==> config.mk <==
export PLATFORM = sky130hd
export DESIGN_NAME = point_nearest_and_radius_search
export DESIGN_NICKNAME = d
export VERILOG_FILES = /design/src/rtl/pnrs_pkg.sv /design/src/rtl/pnrs_cell.sv /design/src/rtl/pnrs_dist.sv /design/src/rtl/point_nearest_and_radius_search.sv
export SDC_FILE = /design/constraint.sdc
export NUM_CORES = 2
export LEC_CHECK = 0
export ABC_AREA = 1
export BUFFER_PORTS_ARGS = -buffer_cell sky130_fd_sc_hd__buf_2
export CORE_MARGIN = 2
export CORE_UTILIZATION = 31
export DETAILED_ROUTE_END_ITERATION = 10
export HOLD_SLACK_MARGIN = 0.12
export PLACE_DENSITY = 0.53
export SETUP_SLACK_MARGIN = 0.3
export SLEW_MARGIN = 20
export SYNTH_ARGS = -nofsm -noshare
export SYNTH_HDL_FRONTEND = slang
export SYNTH_HIERARCHICAL = 1
export SYNTH_SLANG_ARGS = --single-unit
==> constraint.sdc <==
create_clock -name i_clk -period 7.04 [get_ports i_clk]
set_input_delay 1.408 -clock i_clk [delete_from_list [all_inputs] [get_ports i_clk]]
set_output_delay 1.408 -clock i_clk [all_outputs]
set_load 0.01 [all_outputs]
==> src/rtl/pnrs_pkg.sv <==
`timescale 1ns / 1ps

package pnrs_pkg;

    localparam int PNRS_MAX_POINTS = 64;
    localparam int PNRS_COORD_BITS = 16;
    localparam int PNRS_IN_W       = 16;
    localparam int PNRS_RADIUS_W   = 16;
    localparam int PNRS_IDX_W      = 6;
    localparam int PNRS_DIST_W     = 34;
    localparam int PNRS_R2_W       = 2 * PNRS_RADIUS_W;

    typedef enum logic [1:0] {
        OP_CLEAR   = 2'd0,
        OP_INSERT  = 2'd1,
        OP_NEAREST = 2'd2,
        OP_RADIUS  = 2'd3
    } t_op;

    typedef enum logic [2:0] {
        ST_DONE       = 3'd0,
        ST_NEAREST    = 3'd1,
        ST_MATCH      = 3'd2,
        ST_NO_MATCH   = 3'd3,
        ST_EMPTY      = 3'd4,
        ST_FULL       = 3'd5,
        ST_BAD_RADIUS = 3'd6
    } t_status;

    typedef enum logic [1:0] {
        S_IDLE,
        S_SCAN,
        S_WAIT
    } t_state;

    typedef struct packed {
        t_op                         op;
        logic signed [PNRS_IN_W-1:0] pos_x;
        logic signed [PNRS_IN_W-1:0] pos_y;
        logic [PNRS_RADIUS_W-1:0]    radius;
    } t_cmd;

    typedef struct packed {
        t_status                status;
        logic [PNRS_IDX_W-1:0]  index;
        logic [PNRS_DIST_W-1:0] dist_sq;
        logic                   last;
    } t_result;

    typedef struct packed {
        logic shift;
        logic load;
    } t_cell_ctl;

    typedef struct packed {
        logic                  hit;
        logic                  fin;
        logic [PNRS_IDX_W-1:0] idx;
    } t_tag;

endpackage

==> src/rtl/pnrs_cell.sv <==
`timescale 1ns / 1ps

module pnrs_cell #(
    parameter int COORD_BITS = pnrs_pkg::PNRS_COORD_BITS
) (
    input  logic                         i_clk,
    input  pnrs_pkg::t_cell_ctl          i_ctl,
    input  logic signed [COORD_BITS-1:0] i_load_x,
    input  logic signed [COORD_BITS-1:0] i_load_y,
    input  logic signed [COORD_BITS-1:0] i_next_x,
    input  logic signed [COORD_BITS-1:0] i_next_y,
    output logic signed [COORD_BITS-1:0] o_x,
    output logic signed [COORD_BITS-1:0] o_y
);
    import pnrs_pkg::*;

    logic signed [COORD_BITS-1:0] r_x;
    logic signed [COORD_BITS-1:0] r_y;

    always_ff @(posedge i_clk) begin
        if (i_ctl.load) begin
            r_x <= i_load_x;
            r_y <= i_load_y;
        end else if (i_ctl.shift) begin
            r_x <= i_next_x;
            r_y <= i_next_y;
        end
    end

    assign o_x = r_x;
    assign o_y = r_y;

endmodule

==> src/rtl/pnrs_dist.sv <==
`timescale 1ns / 1ps

module pnrs_dist #(
    parameter int COORD_BITS = pnrs_pkg::PNRS_COORD_BITS
) (
    input  logic                         i_clk,
    input  logic                         i_rst_n,
    input  logic                         i_vld,
    input  pnrs_pkg::t_tag               i_tag,
    input  logic signed [COORD_BITS-1:0] i_x,
    input  logic signed [COORD_BITS-1:0] i_y,
    input  logic signed [COORD_BITS-1:0] i_qx,
    input  logic signed [COORD_BITS-1:0] i_qy,
    output logic                         o_vld,
    output pnrs_pkg::t_tag               o_tag,
    output logic [2*COORD_BITS+1:0]      o_dist
);
    import pnrs_pkg::*;

    localparam int A_W = COORD_BITS + 1;
    localparam int D_W = 2 * COORD_BITS + 2;

    logic signed [A_W-1:0] dx;
    logic signed [A_W-1:0] dy;
    logic [A_W-1:0]        ax;
    logic [A_W-1:0]        ay;

    logic           r_v1;
    logic           r_v2;
    logic           r_v3;
    t_tag           r_t1;
    t_tag           r_t2;
    t_tag           r_t3;
    logic [A_W-1:0] r_ax;
    logic [A_W-1:0] r_ay;
    logic [D_W-1:0] r_sx;
    logic [D_W-1:0] r_sy;
    logic [D_W-1:0] r_d;

    assign dx = A_W'(i_x) - A_W'(i_qx);
    assign dy = A_W'(i_y) - A_W'(i_qy);
    assign ax = dx[A_W-1] ? A_W'(-dx) : A_W'(dx);
    assign ay = dy[A_W-1] ? A_W'(-dy) : A_W'(dy);

    always_ff @(posedge i_clk) begin
        if (!i_rst_n) begin
            r_v1 <= 1'b0;
            r_v2 <= 1'b0;
            r_v3 <= 1'b0;
        end else begin
            r_v1 <= i_vld;
            r_v2 <= r_v1;
            r_v3 <= r_v2;
        end
    end

    always_ff @(posedge i_clk) begin
        r_t1 <= i_tag;
        r_ax <= ax;
        r_ay <= ay;
        r_t2 <= r_t1;
        r_sx <= D_W'(r_ax) * D_W'(r_ax);
        r_sy <= D_W'(r_ay) * D_W'(r_ay);
        r_t3 <= r_t2;
        r_d  <= r_sx + r_sy;
    end

    assign o_vld  = r_v3;
    assign o_tag  = r_t3;
    assign o_dist = r_d;

endmodule

==> src/rtl/point_nearest_and_radius_search.sv <==
`timescale 1ns / 1ps
// clear, insert, empty-table and zero-radius results come in the next cycle; busy stays low
// queries rotate the ring of MAX_POINTS cells once past a 3-stage distance pipeline:
// the final result is strobed as busy drops, and matches stream out earlier
// one query at a time; a new command is taken only while busy is low
// the receiver cannot stall: every result is strobed for exactly one cycle
// synchronous reset empties the table (count zero); stored coordinates are not cleared
module point_nearest_and_radius_search #(
    parameter int MAX_POINTS = pnrs_pkg::PNRS_MAX_POINTS,
    parameter int COORD_BITS = pnrs_pkg::PNRS_COORD_BITS
) (
    input  logic              i_clk,
    input  logic              i_rst_n,
    input  logic              start,
    output logic              busy,
    input  pnrs_pkg::t_cmd    i_cmd,
    output logic              o_valid,
    output pnrs_pkg::t_result o_result
);
    import pnrs_pkg::*;

    localparam int CNT_W = $clog2(MAX_POINTS + 1);
    localparam int D_W   = 2 * COORD_BITS + 2;
    localparam int CMP_W = (D_W > PNRS_R2_W) ? D_W : PNRS_R2_W;

    function automatic t_result mk_result(t_status st, logic [PNRS_IDX_W-1:0] idx,
                                          logic [PNRS_DIST_W-1:0] dist_v, logic lst);
        t_result res;
        res.status  = st;
        res.index   = idx;
        res.dist_sq = dist_v;
        res.last    = lst;
        return res;
    endfunction

    t_state                       r_state;
    t_state                       n_state;
    logic [CNT_W-1:0]             r_count;
    logic [CNT_W-1:0]             n_count;
    logic [CNT_W-1:0]             r_j;
    logic [CNT_W-1:0]             n_j;
    t_op                          r_op;
    t_op                          n_op;
    logic signed [COORD_BITS-1:0] r_qx;
    logic signed [COORD_BITS-1:0] n_qx;
    logic signed [COORD_BITS-1:0] r_qy;
    logic signed [COORD_BITS-1:0] n_qy;
    logic [PNRS_R2_W-1:0]         r_r2;
    logic [PNRS_R2_W-1:0]         n_r2;
    logic                         r_have;
    logic                         n_have;
    logic [D_W-1:0]               r_best_d;
    logic [D_W-1:0]               n_best_d;
    logic [PNRS_IDX_W-1:0]        r_best_i;
    logic [PNRS_IDX_W-1:0]        n_best_i;
    logic                         r_pend;
    logic                         n_pend;
    logic [D_W-1:0]               r_pend_d;
    logic [D_W-1:0]               n_pend_d;
    logic [PNRS_IDX_W-1:0]        r_pend_i;
    logic [PNRS_IDX_W-1:0]        n_pend_i;
    logic                         r_out_vld;
    logic                         n_out_vld;
    t_result                      r_out;
    t_result                      n_out;

    logic signed [COORD_BITS-1:0] in_x;
    logic signed [COORD_BITS-1:0] in_y;
    logic                         full;
    logic                         ins_go;
    logic                         cell_shift;
    logic                         issue_vld;
    t_tag                         issue_tag;
    logic                         res_vld;
    t_tag                         res_tag;
    logic [D_W-1:0]               res_d;

    logic signed [COORD_BITS-1:0] cx [MAX_POINTS];
    logic signed [COORD_BITS-1:0] cy [MAX_POINTS];

    assign in_x   = COORD_BITS'(i_cmd.pos_x);
    assign in_y   = COORD_BITS'(i_cmd.pos_y);
    assign full   = (r_count >= CNT_W'(MAX_POINTS));
    assign ins_go = (r_state == S_IDLE) && start && (i_cmd.op == OP_INSERT) && !full;

    for (genvar k = 0; k < MAX_POINTS; k++) begin : g_cell
        t_cell_ctl ctl;

        assign ctl.shift = cell_shift;
        assign ctl.load  = ins_go && (r_count == CNT_W'(k));

        pnrs_cell #(
            .COORD_BITS(COORD_BITS)
        ) u_cell (
            .i_clk   (i_clk),
            .i_ctl   (ctl),
            .i_load_x(in_x),
            .i_load_y(in_y),
            .i_next_x(cx[(k + 1) % MAX_POINTS]),
            .i_next_y(cy[(k + 1) % MAX_POINTS]),
            .o_x     (cx[k]),
            .o_y     (cy[k])
        );
    end

    pnrs_dist #(
        .COORD_BITS(COORD_BITS)
    ) u_dist (
        .i_clk  (i_clk),
        .i_rst_n(i_rst_n),
        .i_vld  (issue_vld),
        .i_tag  (issue_tag),
        .i_x    (cx[0]),
        .i_y    (cy[0]),
        .i_qx   (r_qx),
        .i_qy   (r_qy),
        .o_vld  (res_vld),
        .o_tag  (res_tag),
        .o_dist (res_d)
    );

    always_ff @(posedge i_clk) begin
        if (!i_rst_n) begin
            r_state   <= S_IDLE;
            r_count   <= '0;
            r_out_vld <= 1'b0;
            r_have    <= 1'b0;
            r_pend    <= 1'b0;
            r_j       <= '0;
        end else begin
            r_state   <= n_state;
            r_count   <= n_count;
            r_out_vld <= n_out_vld;
            r_have    <= n_have;
            r_pend    <= n_pend;
            r_j       <= n_j;
        end
    end

    always_ff @(posedge i_clk) begin
        r_op     <= n_op;
        r_qx     <= n_qx;
        r_qy     <= n_qy;
        r_r2     <= n_r2;
        r_best_d <= n_best_d;
        r_best_i <= n_best_i;
        r_pend_d <= n_pend_d;
        r_pend_i <= n_pend_i;
        r_out    <= n_out;
    end

    always_comb begin
        n_state    = r_state;
        n_count    = r_count;
        n_j        = r_j;
        n_op       = r_op;
        n_qx       = r_qx;
        n_qy       = r_qy;
        n_r2       = r_r2;
        n_have     = r_have;
        n_best_d   = r_best_d;
        n_best_i   = r_best_i;
        n_pend     = r_pend;
        n_pend_d   = r_pend_d;
        n_pend_i   = r_pend_i;
        n_out_vld  = 1'b0;
        n_out      = r_out;
        issue_vld  = 1'b0;
        issue_tag  = '0;
        cell_shift = 1'b0;

        case (r_state)
            S_IDLE: begin
                if (start) begin
                    n_op   = i_cmd.op;
                    n_qx   = in_x;
                    n_qy   = in_y;
                    n_r2   = PNRS_R2_W'(i_cmd.radius) * PNRS_R2_W'(i_cmd.radius);
                    n_j    = '0;
                    n_have = 1'b0;
                    n_pend = 1'b0;
                    case (i_cmd.op)
                        OP_CLEAR: begin
                            n_count   = '0;
                            n_out_vld = 1'b1;
                            n_out     = mk_result(ST_DONE, '0, '0, 1'b1);
                        end
                        OP_INSERT: begin
                            n_out_vld = 1'b1;
                            if (full) begin
                                n_out = mk_result(ST_FULL, '0, '0, 1'b1);
                            end else begin
                                n_count = r_count + 1'b1;
                                n_out   = mk_result(ST_DONE, PNRS_IDX_W'(r_count), '0, 1'b1);
                            end
                        end
                        OP_NEAREST: begin
                            if (r_count == '0) begin
                                n_out_vld = 1'b1;
                                n_out     = mk_result(ST_EMPTY, '0, '0, 1'b1);
                            end else begin
                                n_state = S_SCAN;
                            end
                        end
                        OP_RADIUS: begin
                            if (i_cmd.radius == '0) begin
                                n_out_vld = 1'b1;
                                n_out     = mk_result(ST_BAD_RADIUS, '0, '0, 1'b1);
                            end else begin
                                n_state = S_SCAN;
                            end
                        end
                        default: begin
                            n_state = S_IDLE;
                        end
                    endcase
                end
            end
            S_SCAN: begin
                issue_vld     = 1'b1;
                issue_tag.hit = (r_j < r_count);
                issue_tag.fin = (r_j == CNT_W'(MAX_POINTS));
                issue_tag.idx = PNRS_IDX_W'(r_j);
                cell_shift    = !issue_tag.fin;
                n_j           = r_j + 1'b1;
                if (issue_tag.fin) begin
                    n_state = S_WAIT;
                end
            end
            S_WAIT: begin
                n_state = S_WAIT;
            end
            default: begin
                n_state = S_IDLE;
            end
        endcase

        if (res_vld) begin
            if (r_op == OP_NEAREST) begin
                if (res_tag.fin) begin
                    n_out_vld = 1'b1;
                    n_out     = mk_result(ST_NEAREST, r_best_i, PNRS_DIST_W'(r_best_d), 1'b1);
                    n_state   = S_IDLE;
                end else if (res_tag.hit && (!r_have || res_d < r_best_d)) begin
                    n_have   = 1'b1;
                    n_best_d = res_d;
                    n_best_i = res_tag.idx;
                end
            end else begin
                if (res_tag.fin) begin
                    n_out_vld = 1'b1;
                    n_state   = S_IDLE;
                    if (r_pend) begin
                        n_out = mk_result(ST_MATCH, r_pend_i, PNRS_DIST_W'(r_pend_d), 1'b1);
                    end else begin
                        n_out = mk_result(ST_NO_MATCH, '0, '0, 1'b1);
                    end
                end else if (res_tag.hit && (CMP_W'(res_d) < CMP_W'(r_r2))) begin
                    if (r_pend) begin
                        n_out_vld = 1'b1;
                        n_out = mk_result(ST_MATCH, r_pend_i, PNRS_DIST_W'(r_pend_d), 1'b0);
                    end
                    n_pend   = 1'b1;
                    n_pend_d = res_d;
                    n_pend_i = res_tag.idx;
                end
            end
        end
    end

    assign busy     = (r_state != S_IDLE);
    assign o_valid  = r_out_vld;
    assign o_result = r_out;

    a_count_bound: assert property (@(posedge i_clk) disable iff (!i_rst_n)
        r_count <= CNT_W'(MAX_POINTS))
        else $error("point count above table size");

    a_final_on_release: assert property (@(posedge i_clk) disable iff (!i_rst_n)
        $fell(busy) && $past(i_rst_n) |-> o_valid && o_result.last)
        else $error("query finished without a final result");

    a_partial_while_busy: assert property (@(posedge i_clk) disable iff (!i_rst_n)
        o_valid && !o_result.last |-> busy)
        else $error("non-final result outside a query");

    a_clear_result: assert property (@(posedge i_clk) disable iff (!i_rst_n)
        start && !busy && i_cmd.op == OP_CLEAR |=>
            o_valid && o_result.last && o_result.status == ST_DONE && r_count == '0)
        else $error("clear transfer not answered next cycle");

endmodule

## Yosys cells after proc, flatten, opt, wreduce, memory -nomap -nowiden

Index checks and enable logic that the tools add are counted.
W data, S select, Z words.

| word-level totals | value |
|---|---|
| output and inout port bits | 46 |
| logic and storage cells | 711 |
| bits of input ports | 53 |
| register bits after elaboration | 2,420 |

| cells by class | value |
|---|---|
| $mul | 3 |
| bitwise operators | 2 |
| reductions and logical operators | 150 |
| $add $sub $neg | 7 |
| $lt $le $gt $ge | 4 |
| equality and inequality tests | 72 |
| muxes and demuxes | 308 |

Operator list:

| cell | number |
|---|---|
| $mux W16 | 258 |
| $mux W44 | 11 |
| $eq A7 B6 Y1 const B | 32 |
| $pmux W44 S4 | 1 |
| $reduce_bool A2 Y1 | 67 |
| $eq A7 B5 Y1 const B | 16 |
| $logic_and A1 B1 Y1 | 69 |
| $mul A17 B17 Y34 | 2 |
| $eq A7 B4 Y1 const B | 8 |
| $mux W42 | 1 |
| $add A34 B34 Y34 | 1 |
| $lt A34 B32 Y1 | 1 |
| $lt A34 B34 Y1 | 1 |
| $neg A17 Y17 | 2 |
| $sub A16 B16 Y17 | 2 |
| $mul A16 B16 Y32 | 1 |
| $eq A7 B3 Y1 const B | 4 |
| $pmux W7 S2 | 2 |
| $mux W1 | 24 |
| $logic_not A16 Y1 | 1 |
| $add A7 B1 Y7 const B | 2 |
| $eq A7 B2 Y1 const B | 2 |
| $mux W7 | 2 |
| $mux W2 | 6 |
| other kinds (18) | 30 |

## Depth between registers and ports, before layout

| depth | value |
|---|---|
| word-level depth | 10 |
| depth in mapped cells | 27 |

## Hierarchy

Netlist, hierarchy kept.

Modules (own cells, without submodules):

| module | cells an instance | seq. area each (um^2) | area an instance (um^2) | times used |
|---|---|---|---|---|
| pnrs_cell | 137 | 960.9 | 1,401.3 | 64 |
| pnrs_dist | 3,269 | 3,223.1 | 25,165.4 | 1 |
| point_nearest_and_radius_search | 2,199 | 5,615.4 | 18,456.5 | 1 |

## Worst setup path before layout

OpenSTA, ideal clock, no wires.

| timing path | value |
|---|---|
| kind | input-to-reg |
| from | input i_cmd[8] (netlist name) |
| to | register r_r2[22] (data pin) |
| slack | 0.456 ns |
| arrival | 6.319 ns |
| stages | 23 |
| path buffers | 2 |
| cells stage by stage | clkbuf_2 > clkbuf_1 > nand2_1 > inv_1 > fa_1 > inv_1 > fa_1 > inv_1 > fa_1 > inv_1 > fa_1 > inv_1 > fa_1 > inv_1 > fa_1 > inv_1 > ha_1 > a21o_1 > a21oi_1 > o21ai_0 > a21oi_1 > o21ai_0 > xor2_1 |

| on the way | value |
|---|---|
| word-level cells in the longest chain between the ends | 1 |

Ends and longest elaborated chain:

| what | line | text |
|---|---|---|
| start, declared | point_nearest_and_radius_search.sv:16 | `input pnrs_pkg::t_cmd i_cmd,` |
| $mul A16 B16 Y32 | point_nearest_and_radius_search.sv:178 | `n_r2 = PNRS_R2_W'(i_cmd.radius) * PNRS_R2_W'(i_cmd.radius);` |
| end signal, assigned | point_nearest_and_radius_search.sv:144 | `r_r2 <= n_r2;` |
| end, declared | point_nearest_and_radius_search.sv:48 | `logic [PNRS_R2_W-1:0] r_r2;` |

No other way between the ends.
A chain may end at the register's enable or synchronous reset.

## Final worst setup path

| timing path | value |
|---|---|
| from | register u_dist.r_ay[12] |
| to | register u_dist.r_sy[31] |

| on the way | value |
|---|---|
| word-level cells in the longest chain between the ends | 1 |

Ends and longest elaborated chain:

| what | line | text |
|---|---|---|
| start, declared | pnrs_dist.sv:35 | `logic [A_W-1:0] r_ay;` |
| start signal, assigned | pnrs_dist.sv:60 | `r_ay <= ay;` |
| $mul A17 B17 Y34 | pnrs_dist.sv:63 | `r_sy <= D_W'(r_ay) * D_W'(r_ay);` |
| end signal, assigned | pnrs_dist.sv:63 |  |
| end, declared | pnrs_dist.sv:37 | `logic [D_W-1:0] r_sy;` |

No other way between the ends.

==> summary.txt <==
Critical path
  – CP Launch Type: flip-flop
  – Maximum net fanout on the critical path: 18
  – CP Data Required Time: 7.80 ns
  – Critical path class: reg -> reg
  – Crit path capture type: flip-flop
  – Arr. time, crit path: about 7.0 ns

Timing
  – Max Slew Vio Count: 0
  – Fin crit period: approximately 6.2 ns
  – F_max: 160.7 MHz
  – Final setup vio count: 0
  – Max-slew headroom: 0.2663
  – Endpoints failing hold: 0
  – Unrepaired setup endpoints after global routing: no
  – Slew @ Worst Pin: 1.101 ns
  – Final worst-path cycle share: 0.8837
  – Setup total negative slack: 0 ns
  – Worst Skew: around 0.08 ns

Layout
  – Most frequent cells in the layout: 7358 x nand2_1, 2193 x edfxtp_1, 1339 x inv_1
  – Layout area overhead: 9.633%
  – Most common cell after layout, fill and taps aside: nand2_1
  – # fillers: between 40000 and 50000
  – Layout Nets: 15230
  – Share of cells above drive strength 1: 0.06717

Routing
  – Wire per inst: ~18 µm
  – Routed wire length: 354.2 mm
  – Residual DRC: 0
  – 1st-pass router iterations: 8
  – Via count: between 90000 and 100k
  – Via/cell ratio: 4.532
  – Antenna-violating nets left: 0
  – Detailed Route Iter0 Violations: 7557

Clock network
  – Post-CTS Setup Repair Bufs: 0
  – Bufs on Longest Clock Path: 4
  – CTS Sinks: 2417
  – TritonCTS clock tree: yes
  – Post-cts resize count: 0
  – Clock latency on the worst-skew pair: around 0.92 ns
  – CTS root buf: clkbuf_16
  – CTS H-Tree Depth: 5
  – Reg clk slew, reported paths: roughly 0.070 ns
  – CTS Buf Count: 275
  – Hold bufs inserted after CTS: 0

Logic synthesis
  – Post-synthesis cell area: about 130000 µm²
  – Seq/Total Area, Yosys: 0.5276
  – EDFF count, synth: ~2200
  – Fraction of registers with async set or reset after synthesis: 0
  – Syn Nets: between 15000 and 20000
  – Flops & latches, synth: 2417
  – Gate Count Post-Synth: between 10000 and 15000
  – Syn Area/Cell: 9.364 µm²
  – Post-synth top flop: edfxtp_1
  – YS warnings: 6
  – Number of distinct library cells after synthesis: 63

Floorplan
  – Initial Util: 0.3118
  – Die W: roughly 660 µm
  – Rows: 240
  – Die area: 435300 µm²
  – Die H: approximately 660 µm
  – Core Box Area: ~430000 µm²
  – Ports: slightly below 100

Placed design
  – Quantity of I/O buffers inserted on ports: a little under 100
  – DP HPWL: 235.5 mm
  – Routability cong.: roughly 0.85

Global route
  – GR Overflow Total: 0
  – GR Util met2: 0.2532
  – Initial antenna violation count: 7
  – Largest net degree at the start of global routing: 79
  – GRT Resource Usage Total: 0.1610
  – Vias in the first global route: 89080
  – GRT met3 Usage: 0.02419
  – Global Route met1 Usage: 0.2334
  – First-pass GRT wire length: between 500 and 600 mm
  – Global route hottest layer: met2

Min path
  – Hold Crit Class: reg -> reg

Job
  – Max-cap viol count: 0

Status
  – Status: finished clean
-- metal layers --
| metal | wire length, µm | part of all wire | vias to the layer above |
|---|---|---|---|
| met2 | 157300 | 0.44 | 2383 |
| met5 | 0 | 0 | - |
| met1 | 166800 | 0.47 | 43600 |
| met3 | 22470 | 0.063 | 378 |
| li1 | - | - | 44600 |
| met4 | 7547 | 0.021 | 0 |
-- logic make-up after synthesis --
logic type / count (synthesis) / share of synthesized area
simple gates: 8133 / 0.2366
flops: 2417 / 0.5276
buf+inv: 2023 / 0.07890
fa+ha+maj: 1004 / 0.1249
compound gates: 500 / 0.02140
xor+xnor: 159 / 0.01056
-- path summary, 6_finish.rpt --
path / startpoint / end / slack (ns) / cells past startpoint
max: u_dist/r_ay[12] / u_dist/r_sy[31] / 0.82 / 19
min: u_dist/r_t1[6] / u_dist/r_t2[6] / 0.32 / 0
min reg2reg: u_dist/r_t1[6] / u_dist/r_t2[6] / 0.32 / 0
max reg2reg: u_dist/r_ay[12] / u_dist/r_sy[31] / 0.82 / 19
-- worst max-delay path, stage by stage, from the launching register on --
cell and delay [ns]:
dfxtp_1 0.88, nand2_1 0.26, fa_1 0.57, fa_1 0.53, fa_1 0.51, inv_1 0.05, fa_1 0.54, fa_1 0.51
inv_1 0.05, fa_1 0.48, inv_1 0.05, ha_1 0.35, a21oi_1 0.32, o21ai_0 0.21, a21oi_1 0.28, nor2_1 0.07
a211oi_1 0.24, nand2_1 0.09, nand2_1 0.07, nand2_1 0.04
-- synth_stat cells, types with 10 or more instances --
library cell     n  area, µm²
nand2_1       7358      27620
edfxtp_1      2193      65850
inv_1         1341       5034
fa_1           545      10910
ha_1           459       5743
nor2_1         313       1175
buf_6          265       2984
a21oi_1        243       1216
dfxtp_1        224       4484
nand3_1        218       1091
buf_4          193       1449
o21ai_0        126      630.6
clkbuf_1       113      424.2
xor2_1         110      963.4
or2_2           70      437.9
inv_4           65      406.6
xnor2_1         47      411.6
nand2_2         36      225.2
nor3_1          35      175.2
nand4_1         30      187.7
a21o_1          20      150.1
buf_2           19      95.09
o31ai_1         16      120.1
nor2_2          15      93.84
nand3_2         14      140.1
inv_2           13      48.80
nor2_4          12      135.1
o21ai_1         11      55.05
o21bai_1        11      82.58
a21oi_2         10      87.58
-- registers in the layout, summed over array words and instances, names as in the netlist, 6 cells and up --
register and count:
g_cell.u_cell/o_x 1024, g_cell.u_cell/o_y 1024, o_result 44, r_best_d 34, r_best_i 6, r_count 7, r_j 7, r_pend_d 34
r_pend_i 6, r_qx 16, r_qy 16, r_r2 31, u_dist/o_dist 34, u_dist/o_tag 8, u_dist/r_ax 17, u_dist/r_ay 17
u_dist/r_sx 33, u_dist/r_sy 33, u_dist/r_t1 8, u_dist/r_t2 8
-- cell type report --
type                            count  area [µm²]  area share
Inverter                         1420        5495     0.03760
Sequential cell                  2417       70340      0.4813
Multi-Input combinational cell   9796       52620      0.3600
Antenna cell                        3       7.507  0.00005137
Clock inverter                    149        1413    0.009665
Clock buffer                      338        7361     0.05037
Tap cell                         5687        7116     0.04869
Timing Repair Buffer              262        1802     0.01233
-- metrics by stage --
step / cells / hold slack (ns) / area, µm² / util / setup slack, ns
3_3_place_gp: 19580 / 0.3106 / 137400 / 0.3212 / 0.1398
6_report: 20070 / 0.3162 / 146100 / 0.3418 / 0.8188
4_1_cts: 20070 / 0.3164 / 146100 / 0.3418 / 0.8217
3_5_place_dp: 19580 / 0.3121 / 137400 / 0.3212 / 0.1707
5_1_grt: 20070 / 0.3361 / 146100 / 0.3418 / 0.4481
2_1_floorplan: 14240 / 0.3096 / 133300 / - / 0.4561
Power is left out: the tool's default activity adds up to more than one toggle a clock period on the data nets, which glitch-free logic cannot reach.
